$ cat config.mk
export PLATFORM = sky130hd
export DESIGN_NAME = skmc_store
export DESIGN_NICKNAME = d
export VERILOG_FILES = /design/src/rtl/scalar_kalman_multichannel_macros.svh /design/src/rtl/skmc_pkg.sv /design/src/rtl/skmc_store.sv
export SDC_FILE = /design/constraint.sdc
export NUM_CORES = 2
export LEC_CHECK = 0
export BUFFER_PORTS_ARGS = -buffer_cell sky130_fd_sc_hd__buf_4
export CORE_AREA = 2 2 563 565
export CTS_CLUSTER_SIZE = 8
export DETAILED_ROUTE_END_ITERATION = 10
export DIE_AREA = 0 0 565 567
export MAX_ROUTING_LAYER = met4
export PLACE_DENSITY_LB_ADDON = 0.1
export SKIP_LAST_GASP = 1
export SYNTH_ARGS = -nofsm -noshare
export SYNTH_HDL_FRONTEND = slang
export SYNTH_SLANG_ARGS = --single-unit
$ cat constraint.sdc
create_clock -name clock -period 9.15 [get_ports clock]
set_input_delay 0 -clock clock [delete_from_list [all_inputs] [get_ports clock]]
set_output_delay 0 -clock clock [all_outputs]
set_load 0.02 [all_outputs]
$ cat src/rtl/scalar_kalman_multichannel_macros.svh
// Assertion macros shared by the scalar Kalman filter RTL.
// Needs signals named clock and reset in the module that uses them.
`ifndef SCALAR_KALMAN_MULTICHANNEL_MACROS_SVH
`define SCALAR_KALMAN_MULTICHANNEL_MACROS_SVH

// same-cycle implication, disabled while reset is high
`define SKMC_ASSERT_IMP(name, ante, cons, msg) \
   name: assert property (@(posedge clock) disable iff (reset) (ante) |-> (cons)) \
      else $error(msg);

// next-cycle implication, disabled while reset is high
`define SKMC_ASSERT_NXT(name, ante, cons, msg) \
   name: assert property (@(posedge clock) disable iff (reset) (ante) |=> (cons)) \
      else $error(msg);

`endif

$ cat src/rtl/skmc_pkg.sv
// Types and constants of the multichannel scalar Kalman filter.
// No dependencies; used by every module of the block.
package skmc_pkg;

   localparam int CHANNELS_DEF = 64;
   localparam int CHAN_W       = 6;
   localparam int CHAN_CODES   = 2 ** CHAN_W;
   localparam int NOISE_W      = 31;

   localparam logic [NOISE_W-1:0] PROCESS_NOISE_RST     = 31'd655;
   localparam logic [NOISE_W-1:0] MEASUREMENT_NOISE_RST = 31'd65536;

   localparam logic [31:0] COV_ONE  = 32'h0001_0000;
   localparam logic [16:0] GAIN_ONE = 17'h1_0000;

   // transaction kinds on req_tuser
   localparam logic ACT_FILTER = 1'b0;
   localparam logic ACT_RESET  = 1'b1;

   // register select, word address bit 2
   localparam logic REG_PROCESS_NOISE     = 1'b0;
   localparam logic REG_MEASUREMENT_NOISE = 1'b1;

   typedef struct packed {
      logic signed [31:0] est;
      logic        [31:0] cov;
   } entry_type;

   typedef enum logic [2:0] {
      S_IDLE,
      S_READ,
      S_PRED,
      S_START,
      S_DIV,
      S_MULX,
      S_MULP,
      S_DONE
   } state_type;

endpackage

$ cat src/rtl/skmc_store.sv
// Per-channel state memory: estimate and covariance of each channel.
// One write port, one registered read port. Uses skmc_pkg::entry_type.
module skmc_store #(
   parameter int CHANNELS = skmc_pkg::CHANNELS_DEF,
   parameter int ADDR_W   = 6
) (
   input  logic                clock,
   input  logic [ADDR_W-1:0]   rd_addr,
   output skmc_pkg::entry_type rd_data,
   input  logic                wr_en,
   input  logic [ADDR_W-1:0]   wr_addr,
   input  skmc_pkg::entry_type wr_data
);
   import skmc_pkg::*;

   entry_type mem [CHANNELS];
   entry_type rd_data_ff;

   always_ff @(posedge clock) begin
      if (wr_en) begin
         mem[wr_addr] <= wr_data;
      end
   end

   always_ff @(posedge clock) begin
      rd_data_ff <= mem[rd_addr];
   end

   assign rd_data = rd_data_ff;

endmodule

Yosys cells after proc, flatten, opt, wreduce, memory -nomap -nowiden
Memory sizes are Yosys's and may differ from the RTL's. A register that Yosys moved wholly into a read port is not among the register bits.
Cells that the tools add are included.

cells by class
  muxes and demuxes = 2

operators by type and width
  kind     number
  $mux W1  2

word-level totals
  word-level logic and storage cells = 3
  output and inout port bits = 64
  bits in writable memories = 4,096
  memories = 1
  flip-flop bits (word level) = 0

memory list
  memory  depth  bits a word  read ports  clocked after Yosys merged registers in  wr ports  line              RTL
  mem     64     64           1           1                                        1         skmc_store.sv:16  entry_type mem [CHANNELS];

Longest topological paths before layout
  depth after elaboration = 2
  depth in mapped cells = 9
  gate-level depth less buffers = 5

Least setup slack after synthesis
Ideal clock, no wire load.

  path kind = input -> register
  from = input wr_addr[3]
  to = memory mem[48][0] (netlist bit) (enable)
  path slack = 3.714 ns
  setup time = 0.564 ns
  path buffers = 1
  stages = 4
  arrival time = 4.872 ns
  cells stage by stage = clkbuf_1 -> nor2b_1 -> nand4b_1 -> nor3_1

RTL lines
  what                line              RTL
  start: declaration  skmc_store.sv:11  input logic [ADDR_W-1:0] wr_addr,
  end: declaration    skmc_store.sv:16

Straight into the memory's write port.

Worst setup path in the final report
  from = input wr_addr[2]
  to = memory mem[56][48] (netlist bit) (enable)

Straight into the memory's write port.

==> summary.txt <==
Outcome
  – Status: finished, final reports clean

Synth
  – Mapped Cells: 6598
  – Top cell type's share of synthesized area: 78.67%
  – Synth Area per Inst: 23.70 um^2
  – Synth Area in Compound Gates: 2.477%
  – Synth warnings: 0
  – Post-synthesis xor/xnor area fraction: 0%
  – Sequential share of the synthesized area: 79.49%
  – Mapped Nets: 6676
  – Synth area leader: edfxtp_1
  – Combinational family with the most area after synthesis: multiplexers
  – FF+latch count, synth: 4160
  – Post-Syn Area: 156300 um^2
  – Post-synth cell types: 33
  – Adder-cell share of the synthesized area: 0%
  – Post-synthesis mux area share: 15.61%
  – Simple-Gate Fraction of Synth Area: 1.240%
  – Synth area leaders: edfxtp_1 79%, mux4_2 15%, mux2i_1 0.86%

Global routing
  – Vias in the first global route: 77390
  – Total grt overflow: 0
  – Global-route wire length before repair: 625.1 mm
  – Largest net degree at the start of global routing: 118
  – Initial antenna violation count: 32
  – Total GRT Usage: 29.19%

Clock tree
  – Post-cts resize count: 0
  – CTS Hold Bufs: 87
  – Clock tree root driver cell: clkbuf_16
  – Clock Tree Buf Depth: 4
  – H-tree depth: 6
  – Clock latency on the worst-skew pair: 1.02 ns
  – CTS Sinks: 4160
  – Setup bufs post-CTS: 0
  – Total CTS buffers: 590
  – TritonCTS clock tree: done
  – Clock-pin slew on the worst setup and hold paths: 0.05 ns

Final layout
  – Core Util, Final: 57.58%
  – Final-layout fill cell count: 22720
  – Area delta synth->final: 15.62%
  – Layout cells sized above 1: 28.38%
  – Final #Nets: 7348

Pwr
  – LEAKAGE: 56.86 nW
  – Pwr dens: 237.2 nW/um^2
  – Worst VDD drop: 0.0002297 V
  – Total power: 42.88 mW

Setup path
  – Delay-heaviest family, CP: buffers and inverters
  – CP max FO: 29
  – Most used cell, CP: buf_4
  – Crit start category: input port
  – Worst Path Buf+Inv: 7
  – Worst Path Required: 9.78 ns
  – Endpoint type of the worst setup path: flop
  – Worst path arrival time: 4.62 ns
  – Cell Chain, Critical Path: dlygate4sd3_1 > buf_4 > nor2_1 > dlygate4sd3_1 > nand2_1 > dlygate4sd3_1 > buf_4 > nor2_4 > buf_4 > buf_4
  – Critical path's largest stage delay: 0.77 ns
  – Crit-path slowest cell: buf_4
  – Critical path class: in -> reg

STA
  – Clk_skew: 0.02712 ns
  – Slew @ Worst Pin: 1.317 ns
  – Max-slew headroom: 12.22%
  – Setup ws final: 5.162 ns
  – Tcrit/Tclk final: 43.58%
  – RSZ-0062 raised after global routing: no
  – Max-slew violation count: 0
  – Fmax: 250.8 MHz
  – Setup TNS: 0 ns
  – Count of final setup violators: 0
  – Final hold vios: 0
  – Final hold slack: 0.05795 ns
  – Fin crit period: 3.988 ns

Floorplan
  – IO Pins: 142
  – Die width: 565 um
  – Initial core utilization: 49.80%
  – Die area: 320400 um^2
  – Core area: 313900 um^2
  – Die Span Y: 567 um
  – # rows: 206

Placed design
  – I/O Buffers: 141
  – Hpwl dp: 234.6 mm
  – Pre-CTS setup slack: 4.961 ns
  – GP Congestion: 0.7937

Worst hold path
  – Worst min-delay path category: in -> reg

Routing
  – Iter 0 DRT Violations: 10610
  – Via/cell ratio: 6.573
  – Post-DR wirelength/cell: 38.57 um
  – Drt first pass iters: 6
  – Vias: 77080
  – Final WL: 452.3 mm
  – ANT nets after route: 0
  – DRC: 0

Run
  – Max-Cap Viols: 0
==> report_power, final <==
group	switching (mW)	total [mW]	internal [mW]	leakage, nW
Clock	7.79	19.8	12.0	7.98
Combinational	1.19	1.89	0.704	11.5
Sequential	0.0824	21.2	21.1	37.4
Total	9.06	42.9	33.8	56.9
==> stage by stage <==
stage | area (um^2) | cells
global placement | 163300 | 10750
floorplan | 156300 | 6598
global route | 180800 | 11720
detailed placement | 163300 | 10750
finish | 180800 | 11730
CTS | 180700 | 11710
==> placed cells by master (no fill, tap or decap), types with 3 or more instances in the layout <==
cell           netlist  layout
a211oi_1            63      63
a22o_1              88      88
a22oi_1            168     168
a2bb2oi_1           19      19
a31oi_1             18      18
a41oi_1             26      26
and3_1              64      64
buf_12               0      16
buf_4               34     344
clkbuf_1           140     224
clkbuf_16            0     602
clkinv_8             0      13
dfxtp_1             64      64
diode_2              0      17
dlygate4sd3_1        0      87
edfxtp_1          4096    4096
inv_1               19      19
inv_16               0       8
inv_6                0      21
mux2i_1            135     135
mux4_2            1024    1024
nand2_1             58      54
nand2b_1            11       8
nand3_1             45      45
nor2_1             112      47
nor2_4               0      65
nor2b_1             28      24
nor2b_4              0       3
o221ai_1            38      38
o22ai_1             83      83
or2_2               28      28
or3_1               29      29
==> final timing paths <==
check	start	end	slack, ns	cells after the start
max reg2reg	mem[52][11]	rd_data[11]	6.91	5
max	wr_addr[2]	mem[56][48]	5.16	10
min	rd_addr[0]	rd_data[10]	0.06	5
min reg2reg	mem[62][42]	rd_data[42]	0.83	4
==> synthesized netlist by cell type <==
cell type and instances:
edfxtp_1 4096, a2bb2oi_1 19, or2_2 28, a41oi_1 26
nand4b_1 1, clkbuf_1 140, or3_1 29, a22oi_1 168
buf_2 170, or3b_2 1, nand4_1 2, inv_1 19
nor2_1 112, dfxtp_1 64, buf_1 20, and3_1 64
mux4_2 1024, mux2i_1 135, nor2b_1 28, nand3b_1 2
nor3_1 2, o22ai_1 83, a211oi_1 63, nand2_1 58
buf_6 6, nand2b_1 11, a31o_1 1, buf_4 34
and2_1 3, o221ai_1 38, nand3_1 45, a31oi_1 18
a22o_1 88
==> tightest hold or removal path: cells and delay by family <==
| family | cells | cell delay [ns] |
|---|---|---|
| buffers and inverters | 1 | 0.22 |
| muxes | 1 | 0.44 |
| AOI/OAI and AO/OA | 1 | 0.06 |
| and+or+nand+nor | 2 | 0.27 |
==> layout make-up <==
| cell class | instances | area (um^2) | area share, % |
|---|---|---|---|
| flip-flops and latches | 4160 | 124300 | 68.75 |
| well taps | 4160 | 5205 | 2.879 |
| clock buffers | 826 | 15910 | 8.798 |
| repair buffers | 450 | 3831 | 2.119 |
| diodes | 17 | 42.54 | 0.02353 |
| multi-input cells | 2049 | 30790 | 17.03 |
| inverters | 19 | 71.32 | 0.03945 |
| clock inverters | 46 | 649.4 | 0.3592 |
==> cells by family (layout without fill, tap and decap cells) <==
group                  after synthesis  in the layout
multiplexers                      1159           1159
AND/OR/NAND/NOR                    386            386
AO/OA/AOI/OAI                      504            504
flip-flops                        4160           4160
other                                0             17
buffers and inverters              389           1341
==> registers in the layout (all words and copies together) (netlist names) <==
| register | count |
|---|---|
| mem | 4096 |
| rd_data | 64 |
==> per-layer routing <==
metal	track usage, %	part of all wire, %
met3	4.005	7.6
met5	-	0
met1	41.23	41
met2	45.45	49
met4	7.427	2.7
Power figures use the tool's default switching activity.
