`src/rtl/scalar_kalman_multichannel_macros.svh`:
```
// Assertion macros shared by the scalar Kalman filter RTL.
// Needs signals named clock and reset in the module that uses them.
`ifndef SCALAR_KALMAN_MULTICHANNEL_MACROS_SVH
`define SCALAR_KALMAN_MULTICHANNEL_MACROS_SVH

// same-cycle implication, disabled while reset is high
`define SKMC_ASSERT_IMP(name, ante, cons, msg) \
   name: assert property (@(posedge clock) disable iff (reset) (ante) |-> (cons)) \
      else $error(msg);

// next-cycle implication, disabled while reset is high
`define SKMC_ASSERT_NXT(name, ante, cons, msg) \
   name: assert property (@(posedge clock) disable iff (reset) (ante) |=> (cons)) \
      else $error(msg);

`endif

```
`src/rtl/skmc_pkg.sv`:
```
// Types and constants of the multichannel scalar Kalman filter.
// No dependencies; used by every module of the block.
package skmc_pkg;

   localparam int CHANNELS_DEF = 64;
   localparam int CHAN_W       = 6;
   localparam int CHAN_CODES   = 2 ** CHAN_W;
   localparam int NOISE_W      = 31;

   localparam logic [NOISE_W-1:0] PROCESS_NOISE_RST     = 31'd655;
   localparam logic [NOISE_W-1:0] MEASUREMENT_NOISE_RST = 31'd65536;

   localparam logic [31:0] COV_ONE  = 32'h0001_0000;
   localparam logic [16:0] GAIN_ONE = 17'h1_0000;

   // transaction kinds on req_tuser
   localparam logic ACT_FILTER = 1'b0;
   localparam logic ACT_RESET  = 1'b1;

   // register select, word address bit 2
   localparam logic REG_PROCESS_NOISE     = 1'b0;
   localparam logic REG_MEASUREMENT_NOISE = 1'b1;

   typedef struct packed {
      logic signed [31:0] est;
      logic        [31:0] cov;
   } entry_type;

   typedef enum logic [2:0] {
      S_IDLE,
      S_READ,
      S_PRED,
      S_START,
      S_DIV,
      S_MULX,
      S_MULP,
      S_DONE
   } state_type;

endpackage

```
`src/rtl/skmc_div.sv`:
```
// Radix-2 restoring divider for the Kalman gain: floor(numer * 2^16 / denom).
// One quotient bit per cycle, 17 steps; needs numer <= denom. Uses skmc_pkg.
module skmc_div (
   input  logic        clock,
   input  logic        reset,
   input  logic        start,
   input  logic [31:0] numer,
   input  logic [32:0] denom,
   output logic        done,
   output logic [16:0] quotient
);
   import skmc_pkg::*;

`include "scalar_kalman_multichannel_macros.svh"

   logic        busy_ff, busy_in;
   logic        done_ff, done_in;
   logic [4:0]  count_ff, count_in;
   logic [32:0] rem_ff, rem_in;
   logic [32:0] den_ff, den_in;
   logic [16:0] bits_ff, bits_in;
   logic [16:0] quo_ff, quo_in;

   logic [33:0] trial;
   logic [33:0] trial_sub;
   logic        trial_ge;

   always_comb begin
      trial     = {rem_ff, bits_ff[16]};
      trial_ge  = trial >= {1'b0, den_ff};
      trial_sub = trial - {1'b0, den_ff};

      busy_in  = busy_ff;
      done_in  = 1'b0;
      count_in = count_ff;
      rem_in   = rem_ff;
      den_in   = den_ff;
      bits_in  = bits_ff;
      quo_in   = quo_ff;

      if (start) begin
         den_in   = denom;
         rem_in   = {2'b00, numer[31:1]};
         bits_in  = {numer[0], 16'h0000};
         quo_in   = '0;
         count_in = 5'd17;
         if (denom == '0) begin
            done_in = 1'b1;
         end else begin
            busy_in = 1'b1;
         end
      end else if (busy_ff) begin
         rem_in   = trial_ge ? trial_sub[32:0] : trial[32:0];
         quo_in   = {quo_ff[15:0], trial_ge};
         bits_in  = {bits_ff[15:0], 1'b0};
         count_in = count_ff - 5'd1;
         if (count_ff == 5'd1) begin
            busy_in = 1'b0;
            done_in = 1'b1;
         end
      end
   end

   always_ff @(posedge clock) begin
      if (reset) begin
         busy_ff <= 1'b0;
         done_ff <= 1'b0;
      end else begin
         busy_ff <= busy_in;
         done_ff <= done_in;
      end
      count_ff <= count_in;
      rem_ff   <= rem_in;
      den_ff   <= den_in;
      bits_ff  <= bits_in;
      quo_ff   <= quo_in;
   end

   assign done     = done_ff;
   assign quotient = quo_ff;

   `SKMC_ASSERT_IMP(a_start_idle, start, !busy_ff, "divider started while busy")
   `SKMC_ASSERT_IMP(a_done_not_busy, done_ff, !busy_ff, "divider done while still stepping")
   `SKMC_ASSERT_IMP(a_gain_range, done_ff, quo_ff <= GAIN_ONE, "gain above 1.0")

endmodule

```
`config.mk`:
```
export PLATFORM = sky130hd
export DESIGN_NAME = skmc_div
export DESIGN_NICKNAME = d
export VERILOG_FILES = /design/src/rtl/skmc_pkg.sv /design/src/rtl/skmc_div.sv
export VERILOG_INCLUDE_DIRS = /design/src /design/src/rtl
export SDC_FILE = /design/constraint.sdc
export NUM_CORES = 1
export LEC_CHECK = 0
export ABC_AREA = 1
export BUFFER_PORTS_ARGS = -buffer_cell sky130_fd_sc_hd__buf_2
export CAP_MARGIN = 20
export CORE_MARGIN = 2
export CORE_UTILIZATION = 45
export DETAILED_ROUTE_END_ITERATION = 8
export GPL_ROUTABILITY_DRIVEN = 0
export PLACE_DENSITY_LB_ADDON = 0.08
export SYNTH_ARGS = -nofsm -noshare
export SYNTH_HDL_FRONTEND = slang
export SYNTH_SLANG_ARGS = --single-unit
export TNS_END_PERCENT = 30
```
`constraint.sdc`:
```
create_clock -name clock -period 2.4 [get_ports clock]
set_clock_uncertainty 0.1 [all_clocks]
set_input_delay 0 -clock clock [delete_from_list [all_inputs] [get_ports clock]]
set_output_delay 0 -clock clock [all_outputs]
set_load 0.03 [all_outputs]
```
## Word level (Yosys, flattened, before mapping)

Cells that the tools add are included.

- Register bits after elaboration: 91
- Input bits: 68
- Output and inout bits: 18

- Add/subtract/negate cells: 2
- Magnitude comparators: 1
- Equality and inequality tests: 2
- Muxes and demuxes: 13
- Reduce and logical (&&, ||, !) cells: 2

Operator list:

| cell | number |
|---|---|
| 2-to-1 mux 31 bit | 2 |
| greater-or-equal comparator 34 x 33 -> 1 bit | 1 |
| 2-to-1 mux 17 bit | 2 |
| zero test 33 bit | 1 |
| 2-to-1 mux 33 bit | 1 |
| subtractor 33 bit | 1 |
| 2-to-1 mux 1 bit | 8 |
| equality test 5 x 1 -> 1 bit (second input constant) | 1 |
| subtractor 5 x 1 -> 5 bit (second input constant) | 1 |
| inequality test 2 bit (second input constant) | 1 |
| nonzero test 2 bit | 1 |

## Longest topological paths before layout

Gate-level depths: netlist of run 1.

- Depth after elaboration: 4
- Mapped depth: 17

## Worst setup path after synthesis of run 1

Ideal clock, no wire load.

- Kind: reg2reg
- Start point: register bits_ff[16]
- End point: register rem_ff[10] (data pin)
- Library setup time: 254 ps
- Data arrival time: 1,911 ps
- Setup slack: 136 ps
- Cell stages (with the launch flop): 14
- Buffers on the path: 1
- Period minus slack after synthesis: 2,264 ps
- Path through: edfxtp_1 -> inv_1 -> ha_1 -> inv_1 -> fa_1 -> nand3_1 -> nand3_1 -> nand2_1 -> nand3_2 -> nand2_4 -> buf_2 -> nand3b_1 -> nand3_1 -> nand2_1

- Cells in the longest elaborated chain, start to end: 4

Ends and longest elaborated chain:

| element | RTL line | RTL |
|---|---|---|
| start: declaration | skmc_div.sv:21 | `logic [16:0] bits_ff, bits_in;` |
| start signal: assignment | skmc_div.sv:75 | `bits_ff <= bits_in;` |
| subtractor 33 bit / greater-or-equal comparator 34 x 33 -> 1 bit (equally long branches) | skmc_div.sv:31, skmc_div.sv:30 |  |
| 2-to-1 mux 33 bit * | skmc_div.sv:53 | `rem_in = trial_ge ? trial_sub[32:0] : trial[32:0];` |
| 2-to-1 mux 31 bit * | skmc_div.sv:52 | `end else if (busy_ff) begin` |
| 2-to-1 mux 31 bit * | skmc_div.sv:41 | `if (start) begin` |
| net rem_in[10] | skmc_div.sv:19 | `logic [32:0] rem_ff, rem_in;` |
| end signal: assignment | skmc_div.sv:73 | `rem_ff <= rem_in;` |
| end: declaration | skmc_div.sv:19 |  |

Mark *: on every way through the listed nets, which the timed path passes. The rest lies on a longest branch. The select of a mux whose other input is x is not followed.
A chain may end at the register's enable or synchronous reset.

## Worst setup path after layout of run 1

- Start point: register rem_ff[13]
- End point: register rem_ff[26] (data pin)

- Cells in the longest elaborated chain, start to end: 4

Ends and longest elaborated chain:

| element | RTL line |
|---|---|
| subtractor 33 bit / greater-or-equal comparator 34 x 33 -> 1 bit (equally long branches) | skmc_div.sv:31, skmc_div.sv:30 |
| 2-to-1 mux 33 bit * | skmc_div.sv:53 |
| 2-to-1 mux 31 bit * | skmc_div.sv:52 |
| 2-to-1 mux 31 bit * | skmc_div.sv:41 |
| net rem_in[26] | skmc_div.sv:19 |

Marks and branches as above.

==> impl.org, run 1 <==
** Status
- Result of the run :: complete, but fails checks
- Violations in the final reports :: negative setup slack

** Synthesis
- Post-synthesis async set-or-reset flop share :: 0%
- The biggest area contributor in the post-synthesis netlist is sky130_fd_sc_hd__edfxtp_1.
- The synthesized design devotes to its leading area cell type 30.1% of total area.
- Counting flops and latches in the post-synthesis netlist gives 91.
- Share of synthesized area spent on multiplexers :: 0%
- Adder-Cell Fraction of Synth Area :: 7.06%
- Of the total synthesized cell area, the portion taken by XOR and XNOR cells is 2.03%.
- Among all flip-flop cells after synthesis, the most frequent one is sky130_fd_sc_hd__edfxtp_1.
- The number of nets in the synthesized netlist is 1,027.
- In the post-synthesis netlist, the biggest area contributors are sky130_fd_sc_hd__edfxtp_1, sky130_fd_sc_hd__nand2_1, sky130_fd_sc_hd__inv_1, sky130_fd_sc_hd__dfxtp_1, sky130_fd_sc_hd__ha_1.
- By count the netlist is led by sky130_fd_sc_hd__nand2_1, sky130_fd_sc_hd__inv_1, sky130_fd_sc_hd__edfxtp_1.
- Share of synthesized cell area in and, or, nand and nor gates :: 36.5%
- Dominant cell by count in the synthesized netlist :: sky130_fd_sc_hd__nand2_1
- Post-synthesis instance area :: 6490 sq um
- Number of synthesized flops with an enable pin :: 65
- Each instance of the synthesized netlist takes up on average 7.03 sq um.
- Summing the areas of all compound-gate instances in the mapped netlist gives 4.86% of the synthesized area.
- By area, the combinational part of the netlist is dominated by simple AND/OR/NAND/NOR gates.
- Count of unique library cells instantiated by Yosys :: 38
- Gate count after technology mapping :: 923
- Yosys printed 0 warnings.
- Sequential elements use 38.1% of the synthesized area.

** Setup path
- Crit path arrival time :: 2480 ps
- Startpoint of the most critical setup path :: rem_ff[13]
- The slowest stage of the critical path belongs to the cell sky130_fd_sc_hd__edfxtp_1.
- STA puts the critical path data required time at 2410 ps.
- The critical path in this run is classified as register to register.
- The kind of cell with the highest combined delay along the critical path is simple AND/OR/NAND/NOR gates.
- Along the worst path, the maximum fanout reaches 7.
- Crit. End Element :: register
- The signal on the critical path passes through ha_4 > nand2_4 > nor2_4 > nand2_2 > nor3_2 > nand2_2 > nand3_4 > nand2_8 > nand2_8 > buf_12 > nand2_4 > nand3_2 > nand2_1.
- Kind of start point of the critical path :: register
- Worst r2r dst :: rem_ff[26]
- Worst Path Buf+Inv :: 1
- The critical path runs through a total of 13 cells.
- Measured in cells, the most critical reg-to-reg path has a length of 13.
- The startpoint identified for the worst register-to-register timing path is rem_ff[13].
- Largest incremental delay on the critical path :: 470 ps
- Minimum setup slack among reg-to-reg paths :: -70 ps

** Drt
- After detailed routing, the number of vias per cell comes to 4.98.
- The pre-antenna-repair detailed-routing pass consisted of 5 iterations.
- Total routed wirelength :: 20.8 mm
- The routed layout has 6,620 vias.
- Wirelength per Cell :: 15.7 microns
- DRC Markers :: 0
- The detailed router finished its first iteration with 447 violations.
- Number of nets with antenna violations after routing :: 0

** Min path
- Counting instances, the worst hold path has a depth of 2.
- Startpoint of the most critical hold path :: denom[27]
- Worst Hold Endpoint :: den_ff[27]
- In this run the worst hold path is classified as input pin to register.

** Power
- Combinational cells account for 55.4% of the total power.
- For this design the ratio of total power to cell area is 854 nW/um^2.
- Internal power of the cells :: 4.70 mW
- Fraction of power spent switching nets :: 42.0%
- Worst supply voltage drop on vdd :: 0.000422 V
- Portion of total power attributed to the clock network :: 18.6%
- Sequential cells burn 26.0% of the power.
- The analysis attributes to net switching a power of 3.41 mW.
- Lkg Pwr :: 4.58 nW

** Layout
- Proportion of layout cells with a drive suffix above 1 :: 29.3%
- # diodes :: 0
- Post-route insts no fill :: 1,330
- Compared with the post-synthesis result, the final layout area differs by 46.3%.
- Number of nets in the layout :: 1,249

** Clock network
- # H-tree levels :: 3
- Clock Pin Slew Worst Setup and Hold Paths :: 80 ps
- Maximum count of clock buffers along a single path :: 2
- Clk_lat worst skew :: 360 ps
- The tree built by TritonCTS fans out to 91 sinks.
- TritonCTS built the clock tree.
- TritonCTS created 9 clock buffers.
- The tree is rooted in a sky130_fd_sc_hd__clkbuf_16.

** Die
- Total number of placement rows :: 43
- The die is 124 microns tall.
- In this run the standard cell core region covers 14,000 sq um.
- The die is 124 microns wide.
- The floorplan step defined a die boundary enclosing 15,400 sq um.
- I/O pin count :: 86
- The initial utilization of the core area, before any placement, comes to 46.4%.

** GRT
- Vias in the first global route :: 6,108
- Total global routing overflow :: 0
- Entering global routing, the biggest net connects 39 pins.
- The number of antenna violations at the first check in global routing was 0.
- The first global-routing pass estimated 30.2 mm of wire.
- Total routing resource utilization after global routing :: 25.8%

** Place
- Half-perimeter wire length after detailed placement :: 14.2 mm
- Number of port buffers :: 85
- The number of placed instances, taps included, is 1,216.
- Pre-CTS setup slack :: -68.7 ps

** STA
- Final number of max-transition violations :: 0
- Headroom to the max-slew limit :: 68.9%
- For this run, the top clock speed supported by timing is 0.405 GHz.
- Transition time of the tightest slew-check pin :: 464 ps
- Final total negative setup slack :: -1500 ps
- After layout, the minimum clock period comes to 2470 ps.
- Fraction of the cycle the final worst path needs :: 103%
- Number of failing setup endpoints in the final timing report :: 32
- Hold Fails Final Rpt :: 0
- Unrepaired setup endpoints after global routing :: true
- After layout, the worst setup slack is -67.5 ps.

** Flow run
- Maxcap violations :: 0
==> how the worst max path moves through the flow <==
stage | to | slack [ps]
finish | rem_ff[26] | -70
global route | rem_ff[27] | -160
CTS | rem_ff[26] | -5
detailed placement | rem_ff[23] | -70
global placement | rem_ff[23] | -20
floorplan | rem_ff[10] | 140
==> layer usage <==
layer / GRT usage, % / routed length, microns
met5: 0 / 0
met4: 8.01 / 589
met1: 36.5 / 9410
met3: 4.17 / 1410
met2: 40.3 / 9410
==> cell families after synthesis <==
logic type                 after synthesis
xor gates and xnor gates                15
DFF                                     91
buffers and inverters                  190
and+or+nand+nor                        536
adders and majority gates               36
AOI/OAI and AO/OA                       55
==> repair_timing <==
item	in CTS	in global routing
pin swaps	0	68
setup buffers	0	25
cloned	0	5
gates resized for setup	11	168
setup endpoints to repair	32	34
hold buffers	68	0
endpoints found under the hold margin	70	0
==> metrics by stage <==
step / power, mW / utilization [%] / cell area [sq um] / hold slack [ps]
6_report: 8.11 / 67.8 / 9490 / 263
2_1_floorplan: 4.32 / - / 6490 / -30.9
5_1_grt: 8.64 / 67.8 / 9490 / 270
3_5_place_dp: 5.35 / 53.0 / 7410 / 79.2
3_3_place_gp: 5.33 / 53.0 / 7410 / 75.4
4_1_cts: 7.01 / 60.7 / 8490 / 259
==> registers in the layout, indices dropped and copies added, names as in the netlist <==
name,flops
count_ff,5
done,1
den_ff,33
busy_ff,1
rem_ff,33
quotient,17
bits_ff,1
==> layout make-up <==
cell class,instances,area (sq um)
fill,1176,4500
multi-input combinational,642,4030
sequential,91,2470
timing repair buffer,229,1800
inverter,172,646
clock buffer,9,225
tap,180,225
clock inverter,7,91.3
==> power by group through the flow <==
stage | registers [mW] | clock network, mW | logic, mW
global placement | 2.08 | 0 | 3.25
floorplan | 2.05 | 0 | 2.27
detailed placement | 2.09 | 0 | 3.26
CTS | 2.06 | 1.52 | 3.42
finish | 2.11 | 1.51 | 4.49
global route | 2.13 | 1.60 | 4.91
==> cell usage in the layout, fill, tap and decap left out, types with 3 or more instances in the layout <==
master	n
sky130_fd_sc_hd__nand2_1	299
sky130_fd_sc_hd__inv_1	146
sky130_fd_sc_hd__buf_2	86
sky130_fd_sc_hd__dlygate4sd3_1	68
sky130_fd_sc_hd__edfxtp_1	65
sky130_fd_sc_hd__buf_4	61
sky130_fd_sc_hd__nand2_2	41
sky130_fd_sc_hd__nand3b_1	40
sky130_fd_sc_hd__nand3_1	36
sky130_fd_sc_hd__nor2_1	31
sky130_fd_sc_hd__ha_4	27
sky130_fd_sc_hd__dfxtp_1	26
sky130_fd_sc_hd__inv_2	24
sky130_fd_sc_hd__a21oi_1	19
sky130_fd_sc_hd__nand3_2	16
sky130_fd_sc_hd__o22ai_1	16
sky130_fd_sc_hd__nor2_2	15
sky130_fd_sc_hd__xnor2_1	13
sky130_fd_sc_hd__clkbuf_16	12
sky130_fd_sc_hd__nand2_4	10
sky130_fd_sc_hd__o21ai_0	9
sky130_fd_sc_hd__nor4_1	9
sky130_fd_sc_hd__nand4_1	8
sky130_fd_sc_hd__nor2_4	8
sky130_fd_sc_hd__ha_1	7
sky130_fd_sc_hd__nor3_1	6
sky130_fd_sc_hd__a21oi_2	5
sky130_fd_sc_hd__buf_8	5
sky130_fd_sc_hd__and2_1	4
sky130_fd_sc_hd__buf_6	4
sky130_fd_sc_hd__o21bai_1	3
sky130_fd_sc_hd__nor3_2	3
sky130_fd_sc_hd__clkinv_8	3
Power figures use the tool's default switching activity.
==> run 2: changes to the inputs <==
- REMOVE_ABC_BUFFERS: unset -> 1
==> impl.org, run 2 (synthesis results as in run 1) <==
** Status
- Result of the run :: completed

** Clock network
- Clk_lat worst skew :: 350 ps
- The root buffer cell chosen for the clock tree is sky130_fd_sc_hd__clkbuf_16.
- Maximum count of clock buffers along a single path :: 2
- # H-tree levels :: 3
- For this design, the sink count on the clock tree is 91.
- Clock Pin Slew Worst Setup and Hold Paths :: 70 ps
- TritonCTS created 9 clock buffers.
- Clock tree from TritonCTS :: yes

** Layout
- Of the cells placed in the final design, the portion with a size suffix greater than 1 is 26.6%.
- Number of nets in the layout :: 1,239
- Fill cell count :: 1,215
- Most common cell after layout, fill and taps aside :: sky130_fd_sc_hd__nand2_1
- The sequential cells in the finished layout cover a total of 2470 sq um.
- Synthesis-to-layout area growth :: 44.9%
- Area of the multi-input gates :: 3970 sq um
- The repair_antennas step left the layout with diodes totalling 0.
- Utilization after layout :: 67.2%
- Post-route insts no fill :: 1,320
- The top cell types in the final layout, fill and taps aside, are sky130_fd_sc_hd__nand2_1, sky130_fd_sc_hd__inv_1, sky130_fd_sc_hd__buf_2, sky130_fd_sc_hd__dlygate4sd3_1, sky130_fd_sc_hd__edfxtp_1.

** Die
- 86 I/O pins were placed.
- Die Y-Extent :: 124 microns
- Total number of placement rows :: 43
- Effective utilization at floorplan :: 46.4%
- Area of the core region :: 14,000 sq um
- The die covers 15,400 sq um.
- DIE WIDTH :: 124 microns

** STA
- Number of failing setup endpoints in the final timing report :: 0
- Of the available clock period, the critical path in the final layout requires 99.5%.
- Hold Fails Final Rpt :: 0
- Setup repair after global routing could not meet its margin everywhere.
- For the pin with the worst max-slew slack, the measured transition is 567 ps.
- Derived from the worst setup path, the maximum achievable clock frequency is 0.419 GHz.
- Time the final worst path needs with I/O delays and setup :: 2390 ps
- In the final timing run, aggregate negative setup slack is 0 ps.
- The worst pin sits at a relative slew slack of 61.9%.
- The total count of max-transition violations in the final report was 0.

** GRT
- The first global-routing pass estimated 30.0 mm of wire.
- The via count of the first global-routing pass is 6,155.
- Total global routing overflow :: 0
- Pin count of the biggest net entering global routing :: 49
- For this run, the total global-route usage over all layers was measured as 25.4%.
- Initial antenna violation count :: 0

** Drt
- After the first detailed-routing iteration, the DRC count stood at 487.
- Routed metal-1 wirelength :: 9.44 mm
- The detail route stage leaves a number of antenna-violating nets equal to 0.
- In the routed design, unresolved DRC markers number 0.
- Before antenna repair, the detailed router went through 5 iterations.
- After detailed routing, no signal wire sits above met4.
- After detailed routing, the average wire length per cell comes to 15.0 microns.
- Via-per-instance ratio :: 4.95
- Total routed wirelength :: 19.7 mm
- Detailed route wirelength on metal2 :: 8.77 mm
- The routed layout has 6,539 vias.
- The routed design uses 1.08 mm of met3 wire.

** Flow run
- Across the run, the number of max-cap violations was 0.

** Place
- The count of buffers added on input and output ports is 85.
- Placed Instances :: 1,214
- Summed over all nets, the half-perimeter wirelength after detailed placement is 13.4 mm.

** Setup path
- Crit. End Element :: register
- STA classifies the critical path startpoint as a register.
- CP Max Fanout :: 5
- At the worst endpoint, the required time is 2410 ps.
- The most critical setup path has its startpoint at den_ff[18].
- The startpoint identified for the worst register-to-register timing path is den_ff[18].
- Critical path type :: register to register
- Data on the critical path arrives at its endpoint at 2400 ps.

** Min path
- Startpoint of the most critical hold path :: denom[5]
- The tightest min-delay check is of the input pin to register type.

** Power
- After layout, the design draws a total of 8.07 mW.
- Dividing total power by cell area gives a power density of 858 nW/um^2.
- VDD sags by at most 0.000442 V.
- Lkg Pwr :: 4.57 nW
run 2: cell count changes in the layout (fill, tap and decap cells not counted), sizes merged:
cell / before / now
clkbuf: 12 / 13
inv: 173 / 174
buf: 158 / 147
bufinv: 0 / 2
clkinv: 6 / 3
run 2: metal layers:
layer  track usage [%]  vias to the layer above
li1                  -                     3359
met1              36.3                     2957
met2              39.7                      199
met3              2.98                       24
met4              8.57                        0
met5                 0                        -
run 2: metrics by stage:
step	instance area (sq um)	setup slack, ps	hold WS (ps)
after CTS	8510	-22.6	157
after detailed placement	7430	-91.7	74.4
after global routing	9400	-133	167
after global placement	7430	-70.2	73.4
after floorplan	6390	-21.7	-30.9
final	9400	12.3	144
run 2: power breakdown:
part	internal [mW]	switching [mW]
clock	0.934	0.673
sequential	1.95	0.162
combinational	1.92	2.43
total	4.80	3.26
run 2: cell type report:
class	instances	share of cell area, %
inverter	172	6.87
timing repair buffer	219	18.6
clock buffer	9	2.40
multi-input combinational	642	42.3
clock inverter	7	1.13
tap	180	2.40
sequential	91	26.3
run 2: critical path, stage by stage, from the launching register on:
cell and delay, ps:
sky130_fd_sc_hd__edfxtp_1 390, sky130_fd_sc_hd__inv_1 150, sky130_fd_sc_hd__ha_4 240, sky130_fd_sc_hd__buf_4 130, sky130_fd_sc_hd__nand2_2 140, sky130_fd_sc_hd__inv_1 60
sky130_fd_sc_hd__a21oi_1 190, sky130_fd_sc_hd__nand2_1 120, sky130_fd_sc_hd__a21oi_2 220, sky130_fd_sc_hd__nand3b_1 130, sky130_fd_sc_hd__nand2_1 100, sky130_fd_sc_hd__nand2_1 60
sky130_fd_sc_hd__nand3_1 60, sky130_fd_sc_hd__nand2_1 60
run 2: repair_timing:
action                     CTS  global route
hold buffers                68             0
setup endpoints to repair   32            35
hold endpoints to repair    70             0
setup buffers                3            15
pin swaps                    3            36
cloned                       0             5
gates resized for setup      8           129
run 2: worst paths after layout:
path | end | slack [ps] | cells past startpoint
worst max-delay path | rem_ff[27] | 10 | 13
worst min-delay path | busy_ff | 140 | 5
worst max register to register | rem_ff[27] | 10 | 13
worst min register to register | quotient[16] | 360 | 2
